==> src/sv/thop_pkg.sv <==
package thop_pkg;

    localparam int MaxSegmentLen = 65535;
    localparam int PosW = 17;
    localparam logic [PosW-1:0] PosMax = {PosW{1'b1}};

    localparam logic [1:0] ST_OK = 2'd0;
    localparam logic [1:0] ST_SHORT = 2'd1;
    localparam logic [1:0] ST_BAD_HLEN = 2'd2;
    localparam logic [1:0] ST_TOO_LONG = 2'd3;

    localparam logic [7:0] KIND_END = 8'd0;
    localparam logic [7:0] KIND_NOP = 8'd1;
    localparam logic [7:0] KIND_SCALE = 8'd3;
    localparam logic [7:0] KIND_STAMP = 8'd8;
    localparam logic [7:0] LEN_SCALE = 8'd3;
    localparam logic [7:0] LEN_STAMP = 8'd10;

    // byte class decided by the front end
    typedef enum logic [2:0] {
        CL_HDR0,
        CL_HDR1,
        CL_HDR2,
        CL_OPT,
        CL_PAY
    } byte_class_t;

    typedef struct packed {
        byte_class_t    cls;
        logic [7:0]     data;
        logic           last;
        logic [PosW-1:0] pos;
    } class_item_t;

    typedef struct packed {
        logic [1:0]  status;
        logic [15:0] source_port;
        logic [15:0] dest_port;
        logic [31:0] seq_num;
        logic [31:0] ack_num;
        logic [5:0]  header_len;
        logic [7:0]  flag_bits;
        logic [15:0] peer_window;
        logic [31:0] stamp_value;
        logic [31:0] stamp_echo;
        logic [8:0]  scale_option;
        logic [15:0] payload_bytes;
    } result_t;

endpackage

==> src/sv/thop_front.sv <==
module thop_front
    import thop_pkg::*;
(
    input  logic        clk,
    input  logic        rst_n,
    input  logic        in_valid,
    input  logic [7:0]  in_data,
    input  logic        in_last,
    input  logic        take,
    output class_item_t item
);

    logic [PosW-1:0] pos_reg;
    logic [PosW-1:0] pos_next;
    logic [5:0]      hlen_reg;
    logic [5:0]      hlen_next;

    // classify by position; header length captured here at byte 12
    always_comb
    begin
        item.data = in_data;
        item.last = in_last;
        item.pos = pos_reg;
        if (pos_reg < PosW'(4))
            item.cls = CL_HDR0;
        else if (pos_reg < PosW'(12))
            item.cls = CL_HDR1;
        else if (pos_reg < PosW'(20))
            item.cls = CL_HDR2;
        else if (pos_reg < {{(PosW-6){1'b0}}, hlen_reg})
            item.cls = CL_OPT;
        else
            item.cls = CL_PAY;
    end

    always_comb
    begin
        pos_next = pos_reg;
        hlen_next = hlen_reg;
        if (in_valid && take)
        begin
            if (in_last)
            begin
                pos_next = '0;
                hlen_next = '0;
            end
            else
            begin
                if (pos_reg != PosMax)
                    pos_next = pos_reg + PosW'(1);
                if (pos_reg == PosW'(12))
                    hlen_next = {in_data[7:4], 2'b00};
            end
        end
    end

    always_ff @(posedge clk or negedge rst_n)
    begin
        if (!rst_n)
        begin
            pos_reg <= '0;
            hlen_reg <= '0;
        end
        else
        begin
            pos_reg <= pos_next;
            hlen_reg <= hlen_next;
        end
    end

endmodule

==> src/sv/thop_queue.sv <==
module thop_queue
    import thop_pkg::*;
(
    input  logic        clk,
    input  logic        rst_n,
    input  logic        wr_en,
    input  class_item_t wr_item,
    output logic        full,
    input  logic        rd_en,
    output logic        empty,
    output class_item_t rd_item
);

    class_item_t      slot_reg [2];
    logic             wp_reg;
    logic             rp_reg;
    logic [1:0]       cnt_reg;

    assign full = (cnt_reg == 2'd2);
    assign empty = (cnt_reg == 2'd0);
    assign rd_item = slot_reg[rp_reg];

    // two-entry item queue
    always_ff @(posedge clk)
    begin
        if (wr_en)
            slot_reg[wp_reg] <= wr_item;
    end

    always_ff @(posedge clk or negedge rst_n)
    begin
        if (!rst_n)
        begin
            wp_reg <= 1'b0;
            rp_reg <= 1'b0;
            cnt_reg <= 2'd0;
        end
        else
        begin
            if (wr_en)
                wp_reg <= ~wp_reg;
            if (rd_en)
                rp_reg <= ~rp_reg;
            cnt_reg <= cnt_reg + 2'(wr_en) - 2'(rd_en);
        end
    end

endmodule

==> src/sv/thop_back.sv <==
module thop_back
    import thop_pkg::*;
#(
    parameter int MAX_SEGMENT_LEN = MaxSegmentLen
)
(
    input  logic        clk,
    input  logic        rst_n,
    input  logic        q_valid,
    input  class_item_t q_item,
    output logic        q_take,
    output logic        res_valid,
    output result_t     res,
    input  logic        res_stall
);

    typedef enum logic [1:0] {
        PH_KIND,
        PH_LEN,
        PH_BODY,
        PH_STOP
    } phase_t;

    logic [31:0] h0_reg, h0_next;
    logic [63:0] h1_reg, h1_next;
    logic [63:0] h2_reg, h2_next;
    phase_t      ph_reg, ph_next;
    logic [7:0]  kind_reg, kind_next;
    logic [7:0]  left_reg, left_next;
    logic        fits_reg, fits_next;
    logic [63:0] shadow_reg, shadow_next;
    logic [63:0] stamp_reg, stamp_next;
    logic [8:0]  scale_reg, scale_next;
    logic        rv_reg, rv_next;
    result_t     res_reg, res_next;

    logic        acc;
    logic [7:0]  b;
    logic [PosW:0] total;
    logic [5:0]  hl;
    logic [PosW:0] pay;

    assign q_take = q_valid && (!rv_reg || !res_stall);
    assign acc = q_take;
    assign b = q_item.data;
    assign res_valid = rv_reg;
    assign res = res_reg;

    always_comb
    begin
        h0_next = h0_reg;
        h1_next = h1_reg;
        h2_next = h2_reg;
        ph_next = ph_reg;
        kind_next = kind_reg;
        left_next = left_reg;
        fits_next = fits_reg;
        shadow_next = shadow_reg;
        stamp_next = stamp_reg;
        scale_next = scale_reg;
        rv_next = rv_reg && res_stall;
        res_next = res_reg;
        total = {1'b0, q_item.pos} + (PosW+1)'(1);
        hl = '0;
        pay = '0;
        if (acc)
        begin
            // field capture and option walk
            case (q_item.cls)
                CL_HDR0: h0_next = {h0_reg[23:0], b};
                CL_HDR1: h1_next = {h1_reg[55:0], b};
                CL_HDR2: h2_next = {h2_reg[55:0], b};
                CL_OPT:
                begin
                    case (ph_reg)
                        PH_KIND:
                        begin
                            if (b == KIND_END)
                                ph_next = PH_STOP;
                            else if (b != KIND_NOP)
                            begin
                                kind_next = b;
                                ph_next = PH_LEN;
                            end
                        end
                        PH_LEN:
                        begin
                            if (b < 8'd2)
                                ph_next = PH_STOP;
                            else
                            begin
                                fits_next = (kind_reg == KIND_STAMP && b == LEN_STAMP)
                                    || (kind_reg == KIND_SCALE && b == LEN_SCALE);
                                shadow_next = '0;
                                left_next = b - 8'd2;
                                ph_next = (b == 8'd2) ? PH_KIND : PH_BODY;
                            end
                        end
                        PH_BODY:
                        begin
                            if (fits_reg && kind_reg == KIND_SCALE)
                            begin
                                scale_next = {1'b1, b};
                                fits_next = 1'b0;
                            end
                            shadow_next = {shadow_reg[55:0], b};
                            left_next = left_reg - 8'd1;
                            if (left_reg == 8'd1)
                            begin
                                if (fits_reg && kind_reg == KIND_STAMP)
                                    stamp_next = {shadow_reg[55:0], b};
                                fits_next = 1'b0;
                                ph_next = PH_KIND;
                            end
                        end
                        default: ;
                    endcase
                end
                default: ;
            endcase

            // result on last byte, from the updated fields
            if (q_item.last)
            begin
                rv_next = 1'b1;
                res_next = '0;
                hl = {h2_next[63:60], 2'b00};
                if (total < (PosW+1)'(20))
                    res_next.status = ST_SHORT;
                else
                begin
                    res_next.source_port = h0_next[31:16];
                    res_next.dest_port = h0_next[15:0];
                    res_next.seq_num = h1_next[63:32];
                    res_next.ack_num = h1_next[31:0];
                    res_next.header_len = hl;
                    res_next.flag_bits = h2_next[55:48];
                    res_next.peer_window = h2_next[47:32];
                    if (hl < 6'd20 || {{(PosW-5){1'b0}}, hl} > total)
                        res_next.status = ST_BAD_HLEN;
                    else
                    begin
                        res_next.status = (total > (PosW+1)'(MAX_SEGMENT_LEN))
                            ? ST_TOO_LONG : ST_OK;
                        res_next.stamp_value = stamp_next[63:32];
                        res_next.stamp_echo = stamp_next[31:0];
                        res_next.scale_option = scale_next;
                        pay = total - {{(PosW-5){1'b0}}, hl};
                        res_next.payload_bytes = (pay > (PosW+1)'(16'hFFFF))
                            ? 16'hFFFF : pay[15:0];
                    end
                end
                h0_next = '0;
                h1_next = '0;
                h2_next = '0;
                ph_next = PH_KIND;
                kind_next = '0;
                left_next = '0;
                fits_next = 1'b0;
                shadow_next = '0;
                stamp_next = '0;
                scale_next = '0;
            end
        end
    end

    always_ff @(posedge clk or negedge rst_n)
    begin
        if (!rst_n)
        begin
            h0_reg <= '0;
            h1_reg <= '0;
            h2_reg <= '0;
            ph_reg <= PH_KIND;
            kind_reg <= '0;
            left_reg <= '0;
            fits_reg <= 1'b0;
            shadow_reg <= '0;
            stamp_reg <= '0;
            scale_reg <= '0;
            rv_reg <= 1'b0;
        end
        else
        begin
            h0_reg <= h0_next;
            h1_reg <= h1_next;
            h2_reg <= h2_next;
            ph_reg <= ph_next;
            kind_reg <= kind_next;
            left_reg <= left_next;
            fits_reg <= fits_next;
            shadow_reg <= shadow_next;
            stamp_reg <= stamp_next;
            scale_reg <= scale_next;
            rv_reg <= rv_next;
        end
    end

    always_ff @(posedge clk)
    begin
        res_reg <= res_next;
    end

endmodule

==> src/sv/tcp_header_option_parser.sv <==
// channel | signals                         | accepted when
// in      | in_valid in_stall data_byte ... | in_valid && !in_stall
// out     | out_valid out_stall status ...  | out_valid && !out_stall
//
// one byte per cycle sustained while in_stall is low; the front end tags each byte by position
// and pushes it into a two-entry queue, the back end walks each byte as it leaves the queue
// the last byte passes through a queue slot, then the back end result register, before out_valid
// rises; a stalled earlier result can hold it in the queue between the two
// in_stall rises only when the queue is full, i.e. after output stall
// rst_n clears positions, option state and valid flags asynchronously
module tcp_header_option_parser
    import thop_pkg::*;
#(
    parameter int MAX_SEGMENT_LEN = MaxSegmentLen
)
(
    input  logic        clk,
    input  logic        rst_n,
    input  logic        in_valid,
    output logic        in_stall,
    input  logic [7:0]  data_byte,
    input  logic        last_byte,
    output logic        out_valid,
    input  logic        out_stall,
    output logic [1:0]  status,
    output logic [15:0] source_port,
    output logic [15:0] dest_port,
    output logic [31:0] seq_num,
    output logic [31:0] ack_num,
    output logic [5:0]  header_len,
    output logic [7:0]  flag_bits,
    output logic [15:0] peer_window,
    output logic [31:0] stamp_value,
    output logic [31:0] stamp_echo,
    output logic [8:0]  scale_option,
    output logic [15:0] payload_bytes
);

    class_item_t fe_item;
    class_item_t q_item;
    logic        q_full;
    logic        q_empty;
    logic        q_take;
    result_t     res;

    assign in_stall = q_full;

    thop_front u_front (
        .clk(clk), .rst_n(rst_n), .in_valid(in_valid), .in_data(data_byte),
        .in_last(last_byte), .take(!q_full), .item(fe_item)
    );

    thop_queue u_queue (
        .clk(clk), .rst_n(rst_n), .wr_en(in_valid && !q_full), .wr_item(fe_item),
        .full(q_full), .rd_en(q_take), .empty(q_empty), .rd_item(q_item)
    );

    thop_back #(.MAX_SEGMENT_LEN(MAX_SEGMENT_LEN)) u_back (
        .clk(clk), .rst_n(rst_n), .q_valid(!q_empty), .q_item(q_item),
        .q_take(q_take), .res_valid(out_valid), .res(res),
        .res_stall(out_stall)
    );

    assign status = res.status;
    assign source_port = res.source_port;
    assign dest_port = res.dest_port;
    assign seq_num = res.seq_num;
    assign ack_num = res.ack_num;
    assign header_len = res.header_len;
    assign flag_bits = res.flag_bits;
    assign peer_window = res.peer_window;
    assign stamp_value = res.stamp_value;
    assign stamp_echo = res.stamp_echo;
    assign scale_option = res.scale_option;
    assign payload_bytes = res.payload_bytes;

    // queue never pops when empty
    a_no_pop_empty: assert property (@(posedge clk) disable iff (!rst_n)
        q_empty |-> !q_take) else $error("pop from empty queue");

    // a stalled result stays
    a_hold: assert property (@(posedge clk) disable iff (!rst_n)
        out_valid && out_stall |=> out_valid) else $error("result dropped");

    // short status clears the option fields
    a_short: assert property (@(posedge clk) disable iff (!rst_n)
        out_valid && status == ST_SHORT |-> scale_option == 9'd0 && payload_bytes == 16'd0)
        else $error("short segment fields not zero");

endmodule

==> config.mk <==
export PLATFORM = sky130hd
export DESIGN_NAME = tcp_header_option_parser
export DESIGN_NICKNAME = d
export VERILOG_FILES = /design/src/sv/thop_pkg.sv /design/src/sv/thop_front.sv /design/src/sv/thop_queue.sv /design/src/sv/thop_back.sv /design/src/sv/tcp_header_option_parser.sv
export SDC_FILE = /design/constraint.sdc
export NUM_CORES = 1
export LEC_CHECK = 0
export BUFFER_PORTS_ARGS = -buffer_cell sky130_fd_sc_hd__clkbuf_2
export CAP_MARGIN = 5
export CORE_MARGIN = 2
export CORE_UTILIZATION = 51
export CTS_BUF_LIST = sky130_fd_sc_hd__clkbuf_16
export DETAILED_ROUTE_END_ITERATION = 12
export PLACE_DENSITY = 0.82
export REMOVE_ABC_BUFFERS = 1
export SETUP_SLACK_MARGIN = 0.2
export SYNTH_ARGS = -nofsm -noshare
export SYNTH_HDL_FRONTEND = slang
export SYNTH_SLANG_ARGS = --single-unit
==> constraint.sdc <==
create_clock -name clk -period 31.8 [get_ports clk]
set_clock_uncertainty 0.15 [all_clocks]
set_input_delay 4.77 -clock clk [delete_from_list [all_inputs] [get_ports clk]]
set_output_delay 4.77 -clock clk [all_outputs]
set_load 0.01 [all_outputs]
Word level (Yosys, flattened, before mapping)
Memory sizes are Yosys's and may differ from the RTL's.
Cells that the tools add are included.

word-level totals
  register bits = 549
  RAM bits = 58
  bits of input ports = 13
  output and inout bits = 219
  word-level logic and storage cells = 163
  memories = 1

memory list
  name              depth  bits a word  rd ports  clocked after Yosys merged registers in  write ports  line              source
  u_queue.slot_reg  2      29           1         0                                        1            thop_queue.sv:14  class_item_t slot_reg [2];

cells by class
  add/subtract/negate cells = 7
  $lt $le $gt $ge = 10
  equal/unequal tests = 21
  muxes and demuxes = 58
  bitwise operators = 2
  reductions and logical operators = 34

operators with widths
  operator                 number
  $mux W64                 10
  $mux W56                 3
  $pmux W56 S2             1
  $mux W32                 2
  $mux W8                  8
  $gt A18 B16 Y1 const B   2
  $mux W9                  4
  $mux W17                 2
  $eq A8 B2 Y1 const B     3
  $add A17 B1 Y18 const B  1
  $gt A6 B18 Y1            1
  $lt A18 B5 Y1 const B    1
  $mux W2                  9
  $sub A18 B6 Y18          1
  $add A17 B1 Y17 const B  1
  $eq A17 B4 Y1 const B    1
  $lt A17 B3 Y1 const B    1
  $lt A17 B4 Y1 const B    1
  $lt A17 B5 Y1 const B    1
  $lt A17 B6 Y1            1
  $ne A17 B17 Y1 const B   1
  $eq A8 B4 Y1 const B     2
  $mux W16                 1
  $pmux W8 S2              1
  35 further kinds         73

Longest topological paths before layout
Gate-level depths: netlist of the first run.
An unclocked memory read counts as a cell.

  depth in word-level cells = 8
  depth in mapped cells = 22
  mapped depth without buffers = 15

Hierarchy
From an unflattened synthesis of the first run, not the netlist that was laid out.

second synthesis, totals
  cells, all modules = 2310
  area total of the unflattened synthesis = 25695.9 um^2

modules (own cells, without submodules)
  module                    instances  cells an instance  area an instance (um^2)  seq. area each (um^2)
  thop_back                 1          2047               21908.5                  14088.5
  thop_queue                1          105                2407.3                   1841.8
  thop_front                1          155                1366.3                   525.5
  tcp_header_option_parser  1          3                  13.8                     0.0

Least setup slack after synthesis of the first run
OpenSTA, ideal clock, no wires.

  path type = input to register
  start = input port out_stall
  end = register u_back.res_reg (netlist bit u_back.res[0]), enable pin
  setup time = 0.797 ns
  arrival = 13.995 ns
  required time = 30.853 ns
  path slack = 16.859 ns
  cell stages on the path = 3
  buffers on the path = 0
  cell sequence = nand2_1 o21ai_1 nor2_1

between the ends
  cells in the longest elaborated chain, start to end = 4

RTL lines
  item                         line                            source
  from (decl)                  tcp_header_option_parser.sv:24  input logic out_stall,
  $logic_not A1 Y1             thop_back.sv:43                 assign q_take = q_valid && (!rv_reg || !res_stall);
  $logic_or A1 B1 Y1           thop_back.sv:43
  $logic_and A1 B1 Y1          thop_back.sv:43
  $reduce_and A2 Y1 (no line)  n/a
  to (signal assigned)         thop_back.sv:201                res_reg <= res_next;
  to (decl)                    thop_back.sv:35                 result_t res_reg, res_next;

Every way passes these cells.
A chain may end at the register's enable or synchronous reset.

Worst setup path in the final report of the first run
  start = input port out_stall
  end = register u_back.res_reg (netlist bit u_back.res[143]), enable pin

Same word-level chain as after synthesis.

==> flow_metrics.tcl, run 1 <==
set metrics [dict create \
    synth_top_family_by_area "compound AO/OA/AOI/OAI gates" \
    holdPathEnd "u_back.scale_reg[0]$_DFFE_PN0P_" \
    swShare_pct 35.0 \
    syn_area_um2 25500 \
    largest_reg_flops 215 \
    synth_ff_type "dfrtp_1" \
    drtIter0Drc 1897 \
    drt-total-wl_mm 58.6 \
    port_buffers 229 \
    vias 18156 \
    avgViaCountPerCell 5.77 \
    fillerInstances 3863 \
    cap_viol_max_count 0 \
    hold_path.class "flip-flop to flip-flop" \
    r2r-start "u_queue.rp_reg$_DFFE_PN0P_" \
    path_clk_slew_ps 60 \
    drive_above_1_share_pct 16.6 \
    maxSlewViolCount 0 \
    period_share_pct 24.1 \
    syn_to_final_growth_pct 14.2 \
    insertion_delay_ps 620 \
    dp_hpwl_mm 35.7 \
    ios 232 \
    synthXorXnorAreaFrac_pct 1.34 \
    cp-startpoint "out_stall" \
    worst_pin_slew_ps 1260 \
    crit_required_ps 31890 \
    vdd_drop_max_uv 50.6 \
    num_antenna_cells 0 \
    postSynthRegisterBits 603 \
    multi_input_area_um2 8410 \
    power.density_nw_per_um2 83.0 \
    min-delay-start "u_back.scale_reg[0]$_DFFE_PN0P_" \
    setup_tns_ps 0 \
    rows 81 \
    critPathKind "input pin to flip-flop" \
    cts_made_buffers 58 \
    seq_power_share_pct 44.9 \
    status "complete, no violations" \
    routedWlPerCell_um 18.6 \
    final-hold-violation-count 0 \
    r2r_cells 16 \
    p_leak_nw 11.8 \
    htreeDepth 2 \
    intPower_mw 1.57 \
    die_y_um 228 \
    r2r-end "u_back.res[16]$_SDFFCE_PP0P_" \
    fin_util_pct 59.2 \
    pwr-share-clk_pct 27.5 \
    synth.avg_cell_area_um2 11.3 \
    grtUsageTotal_pct 22.5 \
    die_w_um 228 \
    cts_tree "built" \
    fp.coreArea_um2 49200 \
    slew_headroom_pct 15.8 \
    grt_pass1_vias 17214 \
    yosys.area_share.simple_pct 12.2 \
    syn_inst 2257 \
    period_needed_ps 7650 \
    clockBufferDepth 3 \
    grt_pass1_wl_mm 92.3 \
    ys_types 69 \
    yosys_warnings 0 \
    clock_sinks 603 \
    cts_root_buf "clkbuf_16" \
    synth_edf_count 273 \
    dr.pass1.iters 6 \
    max_freq_ghz 0.131 \
    regArea_um2 16500 \
    finalSetupViolCount 0 \
    grt-ovfl-total 0 \
    rsz0062_at_grt "no" \
    synth-compound-area-share_pct 16.1 \
    ctsResizeCount 0 \
    antenna_found_initial 0 \
    power.net_switching_mw 0.845 \
    yosysSeqAreaShare_pct 64.6 \
    gp_congestion 0.834 \
    initial_core_util_pct 51.8 \
    synth_fa_ha_area_share_pct 1.01 \
    holdBufCountCts 0 \
    grt_max_degree 133 \
    ant_nets 0 \
    combPwrFrac_pct 27.6 \
    postCtsSetupRepairBufs 0 \
    die-area_um2 51800 \
    hold-path-cell-count 2 \
    cp.arrival_ps 7740 \
    r2r_setup_slack_ps 25700 \
    finalNetCount 2464 \
    cp_max_fo 65 \
    async_flop_share_pct 54.7 \
    muxShareOfSynthArea_pct 1.66 \
    drc 0 \
    cp-start-kind "input pin" \
    endpoint_kind "flip-flop" \
]
## how the worst max path moves through the flow
stage	end	depth (start not counted)
floorplan	u_back.res[24]$_SDFFCE_PP0P_	10
global placement	u_back.res[88]$_SDFFCE_PP0P_	6
detailed placement	u_back.res[47]$_SDFFCE_PP0P_	6
CTS	u_back.res[25]$_SDFFCE_PP0P_	6
global route	u_back.res[143]$_SDFFCE_PP0P_	6
finish	u_back.res[143]$_SDFFCE_PP0P_	6
## cell type report
class	instances	area share [%]
Sequential cell	603	56.6
Multi-Input combinational cell	1473	28.9
Clock buffer	62	5.33
Timing Repair Buffer	265	4.90
Tap cell	664	2.86
Clock inverter	48	1.03
Inverter	30	0.387
## synthesized netlist by cell type, types with 2 or more instances
| cell | n | area share (%) |
|---|---|---|
| o22ai_1 | 4 | 0.098 |
| or3_1 | 8 | 0.20 |
| and3_1 | 6 | 0.15 |
| buf_2 | 24 | 0.47 |
| clkbuf_1 | 107 | 1.6 |
| a22o_1 | 189 | 6.5 |
| o31ai_1 | 15 | 0.44 |
| buf_1 | 11 | 0.16 |
| o22a_1 | 3 | 0.10 |
| buf_4 | 5 | 0.15 |
| nand4_1 | 5 | 0.12 |
| a211o_1 | 4 | 0.14 |
| nor3b_1 | 2 | 0.059 |
| nor4_1 | 12 | 0.29 |
| or4_1 | 5 | 0.15 |
| nor2b_1 | 7 | 0.17 |
| nand2_1 | 525 | 7.7 |
| nand4b_1 | 2 | 0.069 |
| a21oi_2 | 10 | 0.34 |
| nand3b_1 | 3 | 0.088 |
| a21oi_1 | 193 | 3.8 |
| mux2_2 | 10 | 0.44 |
| o21ai_0 | 124 | 2.4 |
| a31oi_1 | 5 | 0.12 |
| ha_1 | 19 | 0.93 |
| a221o_1 | 2 | 0.079 |
| nor2_1 | 114 | 1.7 |
| a211oi_1 | 28 | 0.83 |
| inv_1 | 30 | 0.44 |
| o21a_1 | 2 | 0.059 |
| nand3_1 | 25 | 0.49 |
| edfxtp_1 | 273 | 32 |
| o21ai_1 | 14 | 0.28 |
| xnor2_1 | 23 | 0.79 |
| or2_2 | 5 | 0.12 |
| nand2b_1 | 9 | 0.22 |
| a21o_1 | 6 | 0.18 |
| xor2_1 | 16 | 0.55 |
| dfrtp_1 | 330 | 32 |
| buf_6 | 5 | 0.22 |
| o211ai_1 | 3 | 0.088 |
| mux2i_1 | 31 | 1.2 |
| nor3_1 | 15 | 0.29 |
| o21bai_1 | 2 | 0.059 |
| o31a_1 | 2 | 0.069 |
## kinds of logic after synthesis
| group | after synthesis |
|---|---|
| AO/OA/AOI/OAI | 618 |
| XOR/XNOR | 39 |
| adder cells (fa/ha/maj) | 20 |
| buffers and inverters | 182 |
| flip-flops | 603 |
| multiplexers | 41 |
| other | 1 |
| AND/OR/NAND/NOR | 753 |
## metal layers
metal | track usage (%) | routed length, um | vias to the layer above
li1 | - | - | 8387
met1 | 31.7 | 25300 | 9004
met2 | 35.7 | 28300 | 678
met3 | 4.30 | 3770 | 87
met4 | 6.49 | 1260 | 0
met5 | 0 | 0 | -
## stage by stage
step           cells  cell area (um2)  worst slack, ps  hold slack [ps]  power, mW
2_1_floorplan   2106            24800            16470              291       1.51
3_3_place_gp    3035            27200            23640              307       1.74
3_5_place_dp    3035            27200            23490              321       1.77
4_1_cts         3145            29100            24120              335       2.43
5_1_grt         3145            29100            23820              360       2.53
6_report        3145            29100            24150              332       2.41
## cell usage in the layout, fill, tap and decap left out, types with 19 or more instances in the layout
cell type / n
a211oi_1: 28
a21oi_1: 193
a22o_1: 189
buf_4: 36
clkbuf_16: 62
clkbuf_2: 228
dfrtp_1: 329
edfxtp_1: 273
ha_1: 19
inv_1: 43
mux2i_1: 23
nand2_1: 523
nand3_1: 25
nor2_1: 106
o21ai_0: 123
xnor2_1: 23
## power by group through the flow
stage	registers [mW]	clock network [mW]	logic (mW)
detailed placement	1.10	0	0.668
finish	1.08	0.663	0.667
floorplan	1.18	0	0.328
CTS	1.08	0.674	0.671
global placement	1.09	0	0.652
global route	1.10	0.704	0.731
## worst max-delay path, stage by stage
cell,delay (ps)
clkbuf_2,90
nand2_1,110
o21ai_1,260
nor2_4,900
buf_4,780
buf_4,710
(Power assumes the default switching activity.)
==> inputs of run 2 (changes only) <==
Settings changed: PLACE_DENSITY 0.82 to 0.85.
Clock period 31.8 ns to 6.73 ns, I/O delays scaled along.
==> run 2 against run 1 <==
Net effect: setup slack got worse by 23000 ps; final area is 0.79% higher; sequential share of layout area decreased by 0.44 points; largest cell class unchanged; die area unchanged; power increased to 4.9 times the previous value; largest power group unchanged; critical path depth is 10 higher; hold slack worse by 84 ps; combinational power increased to 4.8 times the previous value.
==> flow_metrics.tcl, run 2 (synthesized netlist as in run 1, its figures left out) <==
set metrics [dict create \
    postCtsSetupRepairBufs 0 \
    critPathKind "flip-flop to flip-flop" \
    grtUsageTotal_pct 23.6 \
    period_needed_ps 5400 \
    drive_above_1_share_pct 16.7 \
    dr.pass1.iters 5 \
    final_area_um2 29300 \
    drtIter0Drc 1760 \
    avgViaCountPerCell 5.86 \
    pwr-share-clk_pct 29.4 \
    vias 18390 \
    maxSlewViolCount 0 \
    die-area_um2 51800 \
    rsz0062_at_grt "no" \
    final_common_cell "nand2_1" \
    grt_pass1_wl_mm 96.7 \
    cp.arrival_ps 5560 \
    cp-start-kind "flip-flop" \
    endpoint_kind "flip-flop" \
    setup_tns_ps 0 \
    drt-total-wl_mm 61.3 \
    ant_nets 0 \
    status "complete, no violations" \
    p_leak_nw 11.8 \
    max_freq_ghz 0.185 \
    finalNetCount 2459 \
    ctsResizeCount 0 \
    worst_pin_slew_ps 1280 \
    cts_root_buf "clkbuf_16" \
    grt_pass1_vias 17810 \
    seq_power_share_pct 43.4 \
    fp.coreArea_um2 49200 \
    num_antenna_cells 0 \
    gp_congestion 0.894 \
    crit_required_ps 6890 \
    r2r_setup_slack_ps 1330 \
    power.net_switching_mw 4.15 \
    clockBufferDepth 3 \
    htreeDepth 2 \
    vdd_drop_max_uv 291 \
    power.density_nw_per_um2 406 \
    finalSetupViolCount 0 \
    antenna_found_initial 0 \
    swShare_pct 34.8 \
    dpl_cell_area_um2 27200 \
    insertion_delay_ps 620 \
    regArea_um2 16500 \
    clock_sinks 603 \
    final-hold-violation-count 0 \
    combPwrFrac_pct 27.2 \
    syn_to_final_growth_pct 15.1 \
    slew_headroom_pct 14.5 \
    die_w_um 228 \
    fillerInstances 3772 \
    multi_input_area_um2 8410 \
    period_share_pct 80.2 \
    hold_path.class "input pin to async pin" \
    die_y_um 228 \
    cap_viol_max_count 0 \
    cp_max_fo 89 \
    routedWlPerCell_um 19.5 \
    grt-ovfl-total 0 \
    rows 81 \
    layout_common_cells "nand2_1, dfrtp_1, edfxtp_1" \
    holdBufCountCts 0 \
    port_buffers 229 \
    ios 232 \
    dp_hpwl_mm 36.6 \
    grt_max_degree 127 \
    largest_reg_flops 215 \
    intPower_mw 7.76 \
    drc 0 \
    initial_core_util_pct 51.8 \
    cts_made_buffers 58 \
    path_clk_slew_ps 60 \
    cts_tree "built" \
]
-- run 2: cell count changes in the layout (fill, tap and decap cells not counted) --
| cell | previous run | this run |
|---|---|---|
| inv_6 | 0 | 3 |
| inv_4 | 1 | 0 |
| clkinv_16 | 0 | 1 |
| clkinv_1 | 9 | 8 |
| clkinv_8 | 2 | 0 |
| bufinv_16 | 2 | 13 |
| clkinv_2 | 15 | 9 |
| clkbuf_16 | 62 | 58 |
| buf_12 | 0 | 4 |
| clkinv_4 | 1 | 4 |
| buf_4 | 36 | 27 |
| inv_2 | 1 | 0 |
| inv_1 | 43 | 38 |
-- run 2: worst paths after layout --
| path | start | end | cells past startpoint |
|---|---|---|---|
| min reg2reg | u_back.h2_reg[0]$_DFFE_PN0P_ | u_back.h2_reg[0]$_DFFE_PN0P_ | 2 |
| max | u_queue.rp_reg$_DFFE_PN0P_ | u_back.res[61]$_SDFFCE_PP0P_ | 16 |
| max reg2reg | u_queue.rp_reg$_DFFE_PN0P_ | u_back.res[61]$_SDFFCE_PP0P_ | 16 |
| min in group clk | u_back.h2_reg[0]$_DFFE_PN0P_ | u_back.h2_reg[0]$_DFFE_PN0P_ | 2 |
| min | rst_n | u_back.stamp_reg[50]$_DFFE_PN0P_ | 1 |
| max in group asynchronous | rst_n | u_back.h2_reg[24]$_DFFE_PN0P_ | 2 |
-- run 2: power groups by stage --
stage          sequential, mW  combinational (mW)  clock [mW]
6_report                 5.17                3.23        3.50
5_1_grt                  5.24                3.52        3.70
4_1_cts                  5.17                3.25        3.55
3_5_place_dp             5.23                3.23           0
3_3_place_gp             5.21                3.16           0
2_1_floorplan            5.43                1.53           0
-- run 2: metrics by stage --
stage | power, mW | util (%) | hold slack, ps | worst slack [ps] | instances
2_1_floorplan | 6.96 | - | 291 | -8600 | 2106
3_3_place_gp | 8.37 | 55.4 | 306 | 1530 | 3030
3_5_place_dp | 8.46 | 55.4 | 317 | 1400 | 3030
4_1_cts | 12.0 | 59.6 | 278 | 1360 | 3138
5_1_grt | 12.5 | 59.6 | 314 | 966 | 3138
6_report | 11.9 | 59.6 | 248 | 1330 | 3138
-- run 2: final cells by class --
| cell class | count | area share (%) |
|---|---|---|
| Timing Repair Buffer | 260 | 4.91 |
| Clock inverter | 50 | 2.10 |
| Inverter | 30 | 0.384 |
| Multi-Input combinational cell | 1473 | 28.7 |
| Clock buffer | 58 | 4.95 |
| Sequential cell | 603 | 56.1 |
| Tap cell | 664 | 2.83 |
-- run 2: worst max-delay path, cell delays in order, from the launching register on --
cell and delay, ps:
dfrtp_2 530, buf_4 580, mux2_2 430, ha_1 200
inv_1 170, a21oi_1 90, xor2_1 190, inv_1 60
ha_1 320, nor2b_1 140, o21ai_0 150, nand2b_1 120
nor4_2 460, o21ai_0 250, nor2_1 180, a211o_4 790
a21oi_1 140
-- run 2: per-layer routing --
metal / vias up / GRT usage, % / wire, um / share of wire, %
met4: 0 / 9.40 / 2240 / 3.7
met1: 9143 / 32.5 / 25500 / 42
met5: - / 0 / 0 / 0
met2: 731 / 37.3 / 29500 / 48
li1: 8378 / - / - / -
met3: 138 / 4.28 / 4000 / 6.5
